==> src/design/map_polyline_projector_unit_macros.svh <==
// Assertion helpers for the projector top level.
`ifndef MAP_POLYLINE_PROJECTOR_UNIT_MACROS_SVH
`define MAP_POLYLINE_PROJECTOR_UNIT_MACROS_SVH

// Same-cycle implication, checked at every rising edge outside reset.
`define MPP_ASSERT_NOW(label, clk, rst, ante, cons, msg) \
  label: assert property (@(posedge clk) disable iff (rst) (ante) |-> (cons)) \
    else $error(msg);

// Next-cycle implication, checked at every rising edge outside reset.
`define MPP_ASSERT_NEXT(label, clk, rst, ante, cons, msg) \
  label: assert property (@(posedge clk) disable iff (rst) (ante) |=> (cons)) \
    else $error(msg);

`endif

==> src/design/mpp_pkg.sv <==
`default_nettype none
package mpp_pkg;

  typedef struct packed {
    logic signed [15:0] record_code;
    logic signed [15:0] lat_minutes;
    logic signed [15:0] long_minutes;
  } item_t;

  typedef struct packed {
    logic               draw;
    logic signed [15:0] from_x;
    logic signed [15:0] from_y;
    logic signed [15:0] to_x;
    logic signed [15:0] to_y;
  } result_t;

  typedef struct packed {
    logic signed [14:0] origin_long;
    logic signed [13:0] origin_lat;
    logic [31:0]        x_scale;
    logic [31:0]        y_scale;
    logic [12:0]        map_width;
    logic [12:0]        map_height;
  } cfg_t;

  // Load enables of the pipeline stages.
  typedef struct packed {
    logic diff;
    logic mul;
    logic round;
    logic seg;
  } stage_en_t;

  // Projected point handed from the projection stages to the segment stage.
  typedef struct packed {
    logic               skip;
    logic               start;
    logic signed [15:0] x;
    logic signed [15:0] y;
  } point_t;

  localparam int CFG_INDEX_W = 3;
  localparam int CFG_DATA_W  = 32;

  localparam logic [CFG_INDEX_W-1:0] REG_ORIGIN_LONG = 3'd0;
  localparam logic [CFG_INDEX_W-1:0] REG_ORIGIN_LAT  = 3'd1;
  localparam logic [CFG_INDEX_W-1:0] REG_X_SCALE     = 3'd2;
  localparam logic [CFG_INDEX_W-1:0] REG_Y_SCALE     = 3'd3;
  localparam logic [CFG_INDEX_W-1:0] REG_MAP_WIDTH   = 3'd4;
  localparam logic [CFG_INDEX_W-1:0] REG_MAP_HEIGHT  = 3'd5;

  localparam logic signed [14:0] RST_ORIGIN_LONG = -15'sd10800;
  localparam logic signed [13:0] RST_ORIGIN_LAT  = -14'sd5400;
  localparam logic [31:0]        RST_X_SCALE     = 32'd16777216;
  localparam logic [31:0]        RST_Y_SCALE     = 32'd16777216;
  localparam logic [12:0]        RST_MAP_WIDTH   = 13'd640;
  localparam logic [12:0]        RST_MAP_HEIGHT  = 13'd480;

  localparam logic signed [15:0] WRAP_HIGH = 16'sd10800;
  localparam logic signed [15:0] WRAP_LOW  = -16'sd10800;
  localparam logic signed [15:0] WRAP_SPAN = 16'sd21600;

  localparam logic signed [15:0] CLASS_7000 = 16'sd7000;
  localparam logic signed [15:0] CLASS_5000 = 16'sd5000;
  localparam logic signed [15:0] CLASS_3000 = 16'sd3000;
  localparam logic signed [15:0] CLASS_1000 = 16'sd1000;

  localparam int LONG_DIFF_W = 16;
  localparam int LAT_DIFF_W  = 17;
  localparam int PROD_W      = 51;
  localparam int FRAC_W      = 24;
  localparam int ROUND_W     = PROD_W - FRAC_W;
  localparam int WIDE_W      = ROUND_W + 1;

  localparam logic signed [PROD_W-1:0] HALF_Q24 = 51'sd8388608;
  localparam logic [16:0]              JUMP_Y_LIMIT = 17'd50;

endpackage
`default_nettype wire

==> src/design/mpp_cfg_regs.sv <==
`default_nettype none
module mpp_cfg_regs (
  input  wire logic                           clk,
  input  wire logic                           rst,
  input  wire logic                           cfg_valid,
  input  wire logic [mpp_pkg::CFG_INDEX_W-1:0] cfg_index,
  input  wire logic [mpp_pkg::CFG_DATA_W-1:0]  cfg_data,
  output mpp_pkg::cfg_t                        cfg
);
  import mpp_pkg::*;

  always_ff @(posedge clk) begin
    if (rst) begin
      cfg.origin_long <= RST_ORIGIN_LONG;
      cfg.origin_lat  <= RST_ORIGIN_LAT;
      cfg.x_scale     <= RST_X_SCALE;
      cfg.y_scale     <= RST_Y_SCALE;
      cfg.map_width   <= RST_MAP_WIDTH;
      cfg.map_height  <= RST_MAP_HEIGHT;
    end else if (cfg_valid) begin
      case (cfg_index)
        REG_ORIGIN_LONG: cfg.origin_long <= $signed(cfg_data[14:0]);
        REG_ORIGIN_LAT:  cfg.origin_lat  <= $signed(cfg_data[13:0]);
        REG_X_SCALE:     cfg.x_scale     <= cfg_data;
        REG_Y_SCALE:     cfg.y_scale     <= cfg_data;
        REG_MAP_WIDTH:   cfg.map_width   <= cfg_data[12:0];
        REG_MAP_HEIGHT:  cfg.map_height  <= cfg_data[12:0];
        default: begin
        end
      endcase
    end
  end

endmodule
`default_nettype wire

==> src/design/mpp_project.sv <==
`default_nettype none
module mpp_project (
  input  wire logic               clk,
  input  wire logic               rst,
  input  wire mpp_pkg::stage_en_t en,
  input  wire mpp_pkg::item_t     item,
  input  wire mpp_pkg::cfg_t      cfg,
  output mpp_pkg::point_t         point
);
  import mpp_pkg::*;

  function automatic logic signed [15:0] sat16(input logic signed [WIDE_W-1:0] v);
    logic signed [15:0] r;
    if (v > $signed(WIDE_W'(32767))) r = 16'sh7FFF;
    else if (v < -$signed(WIDE_W'(32768))) r = -16'sd32768;
    else r = v[15:0];
    return r;
  endfunction

  // Stage one: class update, longitude wrap and origin offsets.
  logic                          skip_flag;
  logic                          skip_next;
  logic signed [15:0]            lon_a;
  logic signed [15:0]            lon_b;
  logic signed [LONG_DIFF_W-1:0] dlon_next;
  logic signed [LAT_DIFF_W-1:0]  dlat_next;

  logic                          s1_skip;
  logic                          s1_start;
  logic signed [LONG_DIFF_W-1:0] s1_dlon;
  logic signed [LAT_DIFF_W-1:0]  s1_dlat;

  always_comb begin
    skip_next = skip_flag;
    if (item.record_code >= CLASS_7000) skip_next = 1'b1;
    else if (item.record_code >= CLASS_5000) skip_next = 1'b0;
    else if (item.record_code >= CLASS_3000) skip_next = 1'b1;
    else if (item.record_code >= CLASS_1000) skip_next = 1'b0;

    lon_a = (item.long_minutes > WRAP_HIGH) ? item.long_minutes - WRAP_SPAN
                                            : item.long_minutes;
    lon_b = (lon_a < WRAP_LOW) ? lon_a + WRAP_SPAN : lon_a;

    dlon_next = lon_b - $signed({cfg.origin_long[14], cfg.origin_long});
    dlat_next = $signed({item.lat_minutes[15], item.lat_minutes})
              - $signed({{3{cfg.origin_lat[13]}}, cfg.origin_lat});
  end

  always_ff @(posedge clk) begin
    if (rst) begin
      skip_flag <= 1'b0;
    end else if (en.diff) begin
      skip_flag <= skip_next;
    end
  end

  always_ff @(posedge clk) begin
    if (en.diff) begin
      s1_skip  <= skip_next;
      s1_start <= (item.record_code >= CLASS_1000);
      s1_dlon  <= dlon_next;
      s1_dlat  <= dlat_next;
    end
  end

  // Stage two: Q8.24 scaling plus one half.
  logic                     s2_skip;
  logic                     s2_start;
  logic signed [PROD_W-1:0] s2_px;
  logic signed [PROD_W-1:0] s2_py;
  logic signed [PROD_W-1:0] px_next;
  logic signed [PROD_W-1:0] py_next;

  always_comb begin
    px_next = $signed({1'b0, cfg.x_scale}) * s1_dlon + HALF_Q24;
    py_next = $signed({1'b0, cfg.y_scale}) * s1_dlat + HALF_Q24;
  end

  always_ff @(posedge clk) begin
    if (en.mul) begin
      s2_skip  <= s1_skip;
      s2_start <= s1_start;
      s2_px    <= px_next;
      s2_py    <= py_next;
    end
  end

  // Stage three: truncate toward zero, flip y, saturate.
  // A negative value with a nonzero fraction is one above its floor.
  logic signed [ROUND_W-1:0] rx;
  logic signed [ROUND_W-1:0] ry;
  logic signed [WIDE_W-1:0]  y_wide;

  always_comb begin
    rx = $signed(s2_px[PROD_W-1:FRAC_W])
       + $signed({{(ROUND_W-1){1'b0}}, s2_px[PROD_W-1] & (|s2_px[FRAC_W-1:0])});
    ry = $signed(s2_py[PROD_W-1:FRAC_W])
       + $signed({{(ROUND_W-1){1'b0}}, s2_py[PROD_W-1] & (|s2_py[FRAC_W-1:0])});
    y_wide = $signed({{(WIDE_W-13){1'b0}}, cfg.map_height}) - $signed({ry[ROUND_W-1], ry});
  end

  always_ff @(posedge clk) begin
    if (en.round) begin
      point.skip  <= s2_skip;
      point.start <= s2_start;
      point.x     <= sat16($signed({rx[ROUND_W-1], rx}));
      point.y     <= sat16(y_wide);
    end
  end

endmodule
`default_nettype wire

==> src/design/mpp_segment.sv <==
`default_nettype none
module mpp_segment (
  input  wire logic            clk,
  input  wire logic            rst,
  input  wire logic            en,
  input  wire mpp_pkg::point_t point,
  input  wire mpp_pkg::cfg_t   cfg,
  output mpp_pkg::result_t     result
);
  import mpp_pkg::*;

  function automatic logic on_screen(input logic signed [15:0] x,
                                     input logic signed [15:0] y,
                                     input logic [12:0]        w,
                                     input logic [12:0]        h);
    logic ok;
    ok = !x[15] && (x[14:0] < {2'b00, w}) && !y[15] && (y[14:0] < {2'b00, h});
    return ok;
  endfunction

  logic signed [15:0] prev_x;
  logic signed [15:0] prev_y;
  logic signed [16:0] dx;
  logic signed [16:0] dy;
  logic [16:0]        adx;
  logic [16:0]        ady;
  logic               draw;
  result_t            result_next;

  always_comb begin
    dx  = $signed({prev_x[15], prev_x}) - $signed({point.x[15], point.x});
    dy  = $signed({prev_y[15], prev_y}) - $signed({point.y[15], point.y});
    adx = dx[16] ? 17'(-dx) : 17'(dx);
    ady = dy[16] ? 17'(-dy) : 17'(dy);

    draw = !point.skip && !point.start
        && (adx <= {5'b0, cfg.map_width[12:1]})
        && (ady <= JUMP_Y_LIMIT)
        && (on_screen(prev_x, prev_y, cfg.map_width, cfg.map_height)
            || on_screen(point.x, point.y, cfg.map_width, cfg.map_height));

    result_next = '0;
    if (draw) begin
      result_next.draw   = 1'b1;
      result_next.from_x = prev_x;
      result_next.from_y = prev_y;
      result_next.to_x   = point.x;
      result_next.to_y   = point.y;
    end
  end

  always_ff @(posedge clk) begin
    if (rst) begin
      prev_x <= '0;
      prev_y <= '0;
    end else if (en && !point.skip) begin
      prev_x <= point.x;
      prev_y <= point.y;
    end
  end

  always_ff @(posedge clk) begin
    if (en) begin
      result <= result_next;
    end
  end

endmodule
`default_nettype wire

==> src/design/map_polyline_projector_unit.sv <==
// Channel   Direction  Handshake                 Payload
// item      in         item_valid / item_ready   item_t: record_code, lat_minutes, long_minutes
// result    out        result_valid/result_ready result_t: draw, from_x, from_y, to_x, to_y
// cfg       in         cfg_valid / cfg_ready     cfg_index, cfg_data (always ready)
//
// One result per item; four register stages (offsets, multiply, round, segment) give
// a sustained rate of one item per cycle while the result channel is not stalled.
// The multiply stage sets the clock; the previous-point loop is one stage deep.
// Synchronous reset clears valid bits, skip flag and previous point and loads the config defaults.
// A stalled result holds the last stage; bubbles further up still take items.
`default_nettype none
module map_polyline_projector_unit (
  input  wire logic                           clk,
  input  wire logic                           rst,
  input  wire logic                           item_valid,
  output logic                                item_ready,
  input  wire mpp_pkg::item_t                 item,
  output logic                                result_valid,
  input  wire logic                           result_ready,
  output mpp_pkg::result_t                    result,
  input  wire logic                           cfg_valid,
  output logic                                cfg_ready,
  input  wire logic [mpp_pkg::CFG_INDEX_W-1:0] cfg_index,
  input  wire logic [mpp_pkg::CFG_DATA_W-1:0]  cfg_data
);
  import mpp_pkg::*;

  cfg_t      cfg;
  stage_en_t en;
  point_t    point;

  logic v1;
  logic v2;
  logic v3;
  logic ready1;
  logic ready2;
  logic ready3;
  logic ready4;

  assign cfg_ready = 1'b1;

  // A stage can load when it is empty or its content moves on this cycle.
  always_comb begin
    ready4     = !result_valid || result_ready;
    ready3     = !v3 || ready4;
    ready2     = !v2 || ready3;
    ready1     = !v1 || ready2;
    item_ready = ready1;

    en.diff  = item_valid && ready1;
    en.mul   = v1 && ready2;
    en.round = v2 && ready3;
    en.seg   = v3 && ready4;
  end

  always_ff @(posedge clk) begin
    if (rst) begin
      v1           <= 1'b0;
      v2           <= 1'b0;
      v3           <= 1'b0;
      result_valid <= 1'b0;
    end else begin
      v1           <= en.diff  || (v1 && !ready2);
      v2           <= en.mul   || (v2 && !ready3);
      v3           <= en.round || (v3 && !ready4);
      result_valid <= en.seg   || (result_valid && !result_ready);
    end
  end

  mpp_cfg_regs u_cfg (
    .clk       (clk),
    .rst       (rst),
    .cfg_valid (cfg_valid & cfg_ready),
    .cfg_index (cfg_index),
    .cfg_data  (cfg_data),
    .cfg       (cfg)
  );

  mpp_project u_project (
    .clk   (clk),
    .rst   (rst),
    .en    (en),
    .item  (item),
    .cfg   (cfg),
    .point (point)
  );

  mpp_segment u_segment (
    .clk    (clk),
    .rst    (rst),
    .en     (en.seg),
    .point  (point),
    .cfg    (cfg),
    .result (result)
  );

`include "map_polyline_projector_unit_macros.svh"

  `MPP_ASSERT_NOW(a_nodraw_zero, clk, rst, result_valid && !result.draw,
    (result.from_x == 16'sd0) && (result.from_y == 16'sd0) &&
    (result.to_x == 16'sd0) && (result.to_y == 16'sd0),
    "result without a segment carries nonzero coordinates")
  `MPP_ASSERT_NOW(a_backpressure_full, clk, rst, !item_ready,
    v1 && v2 && v3 && result_valid,
    "item channel stalled while the pipeline has a free stage")
  `MPP_ASSERT_NEXT(a_stage3_held, clk, rst, v3 && !ready4, v3,
    "round stage dropped an item while the output was stalled")

endmodule
`default_nettype wire
==> config.mk <==
export PLATFORM = sky130hd
export DESIGN_NAME = map_polyline_projector_unit
export DESIGN_NICKNAME = d
export VERILOG_FILES = /design/src/design/mpp_pkg.sv /design/src/design/mpp_cfg_regs.sv /design/src/design/mpp_project.sv /design/src/design/mpp_segment.sv /design/src/design/map_polyline_projector_unit.sv
export VERILOG_INCLUDE_DIRS = /design/src /design/src/design
export SDC_FILE = /design/constraint.sdc
export NUM_CORES = 2
export LEC_CHECK = 0
export ABC_AREA = 1
export BUFFER_PORTS_ARGS = -buffer_cell sky130_fd_sc_hd__buf_2
export CELL_PAD_IN_SITES_DETAIL_PLACEMENT = 0
export CELL_PAD_IN_SITES_GLOBAL_PLACEMENT = 2
export CORE_ASPECT_RATIO = 1.4
export CORE_UTILIZATION = 39
export CTS_CLUSTER_DIAMETER = 40
export DETAILED_ROUTE_END_ITERATION = 16
export PLACE_DENSITY_LB_ADDON = 0.1
export SLEW_MARGIN = 30
export SYNTH_ARGS = -nofsm -noshare
export SYNTH_HDL_FRONTEND = slang
export SYNTH_SLANG_ARGS = --single-unit
==> constraint.sdc <==
create_clock -name clk -period 7.6 [get_ports clk]
set_input_delay 0.76 -clock clk [delete_from_list [all_inputs] [get_ports clk]]
set_output_delay 0.76 -clock clk [all_outputs]
set_load 0.1 [all_outputs]
==> flow_summary.ini <==
[status]
outcome = complete, no violations

[synth]
mapped_area_mm2 = 0.0613
synth_edf_count = 238
synth-main-ff-cell = sky130_fd_sc_hd__edfxtp_1
synth_top_cells_by_count = sky130_fd_sc_hd__nand2_1 (2,071), sky130_fd_sc_hd__inv_1 (2,064), sky130_fd_sc_hd__fa_1 (872), sky130_fd_sc_hd__nor2_1 (569), sky130_fd_sc_hd__ha_1 (457)
synth_top_cell_area_share_pct = 28.5
synth.top_cells.by_area = sky130_fd_sc_hd__fa_1 (28%), sky130_fd_sc_hd__nand2_1 (13%), sky130_fd_sc_hd__inv_1 (13%), sky130_fd_sc_hd__edfxtp_1 (12%), sky130_fd_sc_hd__ha_1 (9.3%)
avgSynthCellArea_um2 = 7.50
synthArstFlopShare_pct = 0
synthesis.nets = 9591
seq_area_frac_synth_pct = 16.7
number_of_register_bits_inferred_by_synthesis = 394
synth.most_common_cell = sky130_fd_sc_hd__nand2_1
yosys.area.top_type = sky130_fd_sc_hd__fa_1
synth-warning-count = 0
synth.lib_cells_used.distinct = 63
postSynthCellCount = 8174

[drt]
drt_pass1_iterations = 6
antenna_violating_nets_post_route = 0
dr.first_iter.drc_count = 2729
route.detailed.wl_per_inst_um = 19.8
drc_errors = 0
via_per_inst = 4.86
routed-via-count = 51400
finalWirelength_um = 209000

[clock_tree]
cts-hold-fix-buffers = 0
clock_latency_reported_for_the_late_side_of_the_worst_skew_pair_ps = 710
clk_root_buffer_cell = sky130_fd_sc_hd__clkbuf_16
ctsLongestPathBuffers = 3
clkSinkCount = 394
cts_max_level = 3
clkTransAtPathRegs_ps = 50
cts_buffers = 77
cts_tree = done

[place]
place_congestion = 0.900
total_cell_area_at_the_placement_stage_mm2 = 0.0660
placement.io_buffers = 154
dp_hpwl_um = 174000

[timing]
final.setup.tns_ps = 0
fin_worst_skew_ps = 35.9
timing_max_transition_violations_final = 0
rsz0062_at_grt = no
fin_crit_ps = 7180
worst-slew-pin-transition_ps = 996
max_clock_freq_mhz = 139
number_of_hold_violations_in_the_final_report = 0
report.final.setup_viol = 0
layout_worst_path_cycle_share_pct = 94.5
slew_headroom_pct = 33.6

[floorplan]
io_pins = 156
rows = 171
die_area_mm2 = 0.159
die_height_um = 471
floorplan.initialDensity_pct = 39.4
fp.dieW_um = 337
coreArea_mm2 = 0.156

[critical_path]
critPathArrivalTime_ps = 7640
regToRegSetupSlack_ps = 420
criticalPathCategory = flip-flop to flip-flop
timing.critical_path.slowest_cell_delay_ps = 550
end_kind = flip-flop
worst_path_max_delay_cell = sky130_fd_sc_hd__fa_1
worst_reg_to_reg_cells = 32
timing.critical_path.from_type = flip-flop
rr_startpoint = u_project.s1_dlat[14]
cp_data_required_time_ps = 8060
cp_max_fo = 16
crit-reg2reg-capture = u_project.s2_py[48]

[cells_and_area]
final_design_area_no_fill_mm2 = 0.0690
fill_cells = 16100
finish.utilization_pct = 44.3
fin_nets = 9846
flow.area_growth_from_synthesis_pct = 12.4
drive_above_1_share_pct = 9.08

[global_routing]
first_pass_grt_wire_length_um = 325000
first_global_vias = 54600
grt_use_total_pct = 27.2
grt_start_max_net_pins = 66
gr-total-overflow = 0
initial_antenna_violation_count = 16

[pwr]
share_clk_of_total_power_pct = 17.3
power.share.sequential_pct = 14.9
netSwitchingPower_mw = 10.7
vdd.ir_drop.worst_uv = 403
leakage_nw = 37.3
power.switching_fraction_pct = 51.5
cell_internal_pwr_mw = 10.0
combPwrFrac_pct = 67.8
p_per_area_mw_per_mm2 = 300

[min_path]
whs_endpoint = result_valid
hold_path.startpoint = rst
min_path_type = primary input to flip-flop
min_path_cells = 2

[job]
number_of_maximum_capacitance_violations = 0
[worst max-delay path: cells and delay by family, from the launching register on]
family	cells	cell delay (ps)
xor gates and xnor gates	1	260
buffers and inverters	10	980
adders and majority gates	7	3510
DFF	1	430
and+or+nand+nor	14	1710
[layout by cell type, fill, tap and decap left out, types with 49 or more instances in the layout]
cell type	count
sky130_fd_sc_hd__xnor2_1	56
sky130_fd_sc_hd__fa_1	872
sky130_fd_sc_hd__ha_1	457
sky130_fd_sc_hd__a21oi_1	301
sky130_fd_sc_hd__xor2_1	137
sky130_fd_sc_hd__buf_4	278
sky130_fd_sc_hd__o21ai_0	268
sky130_fd_sc_hd__nand3_1	248
sky130_fd_sc_hd__nor2_4	49
sky130_fd_sc_hd__buf_2	154
sky130_fd_sc_hd__edfxtp_1	238
sky130_fd_sc_hd__clkbuf_16	78
sky130_fd_sc_hd__nor2_1	565
sky130_fd_sc_hd__dfxtp_1	147
sky130_fd_sc_hd__inv_1	2061
sky130_fd_sc_hd__nand2_1	2069
sky130_fd_sc_hd__nand4_1	83
[registers in the layout (all words and copies together) (netlist names), 17 cells and up]
name,count
u_cfg.cfg,119
u_project.point,34
u_project.s1_dlat,17
u_project.s2_px,51
u_project.s2_py,51
u_segment.result,65
[metal layers]
metal  wire, µm  global-route usage [%]  up-vias
met3       6800                    2.47      325
met1      81300                    30.8    25300
met4       9420                    11.6        0
met2     112000                    51.4      955
li1           -                       -    24800
met5          0                       0        -
[layout make-up]
class / count / area, µm² / area share [%]
clock inverters: 52 / 663 / 0.962
clock buffers: 90 / 2030 / 2.94
flip-flops and latches: 394 / 10300 / 14.9
diodes: 10 / 25.0 / 0.0363
multi-input cells: 5416 / 42100 / 61.1
inverters: 2079 / 7810 / 11.3
repair buffers: 461 / 3440 / 4.99
well taps: 2076 / 2600 / 3.77
[power by group through the flow]
stage / Combinational, mW / Clock [mW] / Sequential, mW
final: 14.0 / 3.58 / 3.09
after global routing: 15.6 / 3.75 / 3.12
after CTS: 14.2 / 3.67 / 3.12
after detailed placement: 14.1 / 0 / 3.16
after global placement: 14.1 / 0 / 3.16
after floorplan: 8.16 / 0 / 3.04
[kinds of logic (layout without fill, tap and decap cells)]
kind of cell,count (synthesis),after routing,share of synthesized area (%)
and+or+nand+nor,3220,3220,22.1
adders and majority gates,1329,1329,37.8
other,1,11,0.00611
DFF,394,394,16.7
buffers and inverters,2364,2682,14.7
AOI/OAI and AO/OA,672,672,5.89
xor gates and xnor gates,194,194,2.80
[worst max path at each step]
stage | from | to | slack, ps
2_1_floorplan | u_cfg.cfg[70] | u_project.s2_px[38] | 1140
3_3_place_gp | u_project.s1_dlon[15] | u_project.s2_px[48] | 90
3_5_place_dp | u_project.s1_dlon[15] | u_project.s2_px[48] | 100
4_1_cts | u_project.s1_dlon[15] | u_project.s2_px[50] | 80
5_1_grt | u_cfg.cfg[51] | u_project.s2_py[48] | 9
6_report | u_project.s1_dlat[14] | u_project.s2_py[48] | 420
[what timing repair did]
item	4_1_cts	5_1_grt
resized for setup	0	16
setup buffers	0	19
setup endpoints to repair	0	38
[per-stage QoR]
| step | cells | power, mW | hold slack (ps) | worst slack [ps] |
|---|---|---|---|---|
| floorplan | 8174 | 11.2 | 400 | 1140 |
| global placement | 10400 | 17.3 | 436 | 86.4 |
| detailed placement | 10400 | 17.2 | 445 | 102 |
| CTS | 10500 | 21.0 | 251 | 81.4 |
| global route | 10600 | 22.5 | 291 | 8.56 |
| finish | 10600 | 20.7 | 305 | 420 |
Power figures use the tool's default switching activity.
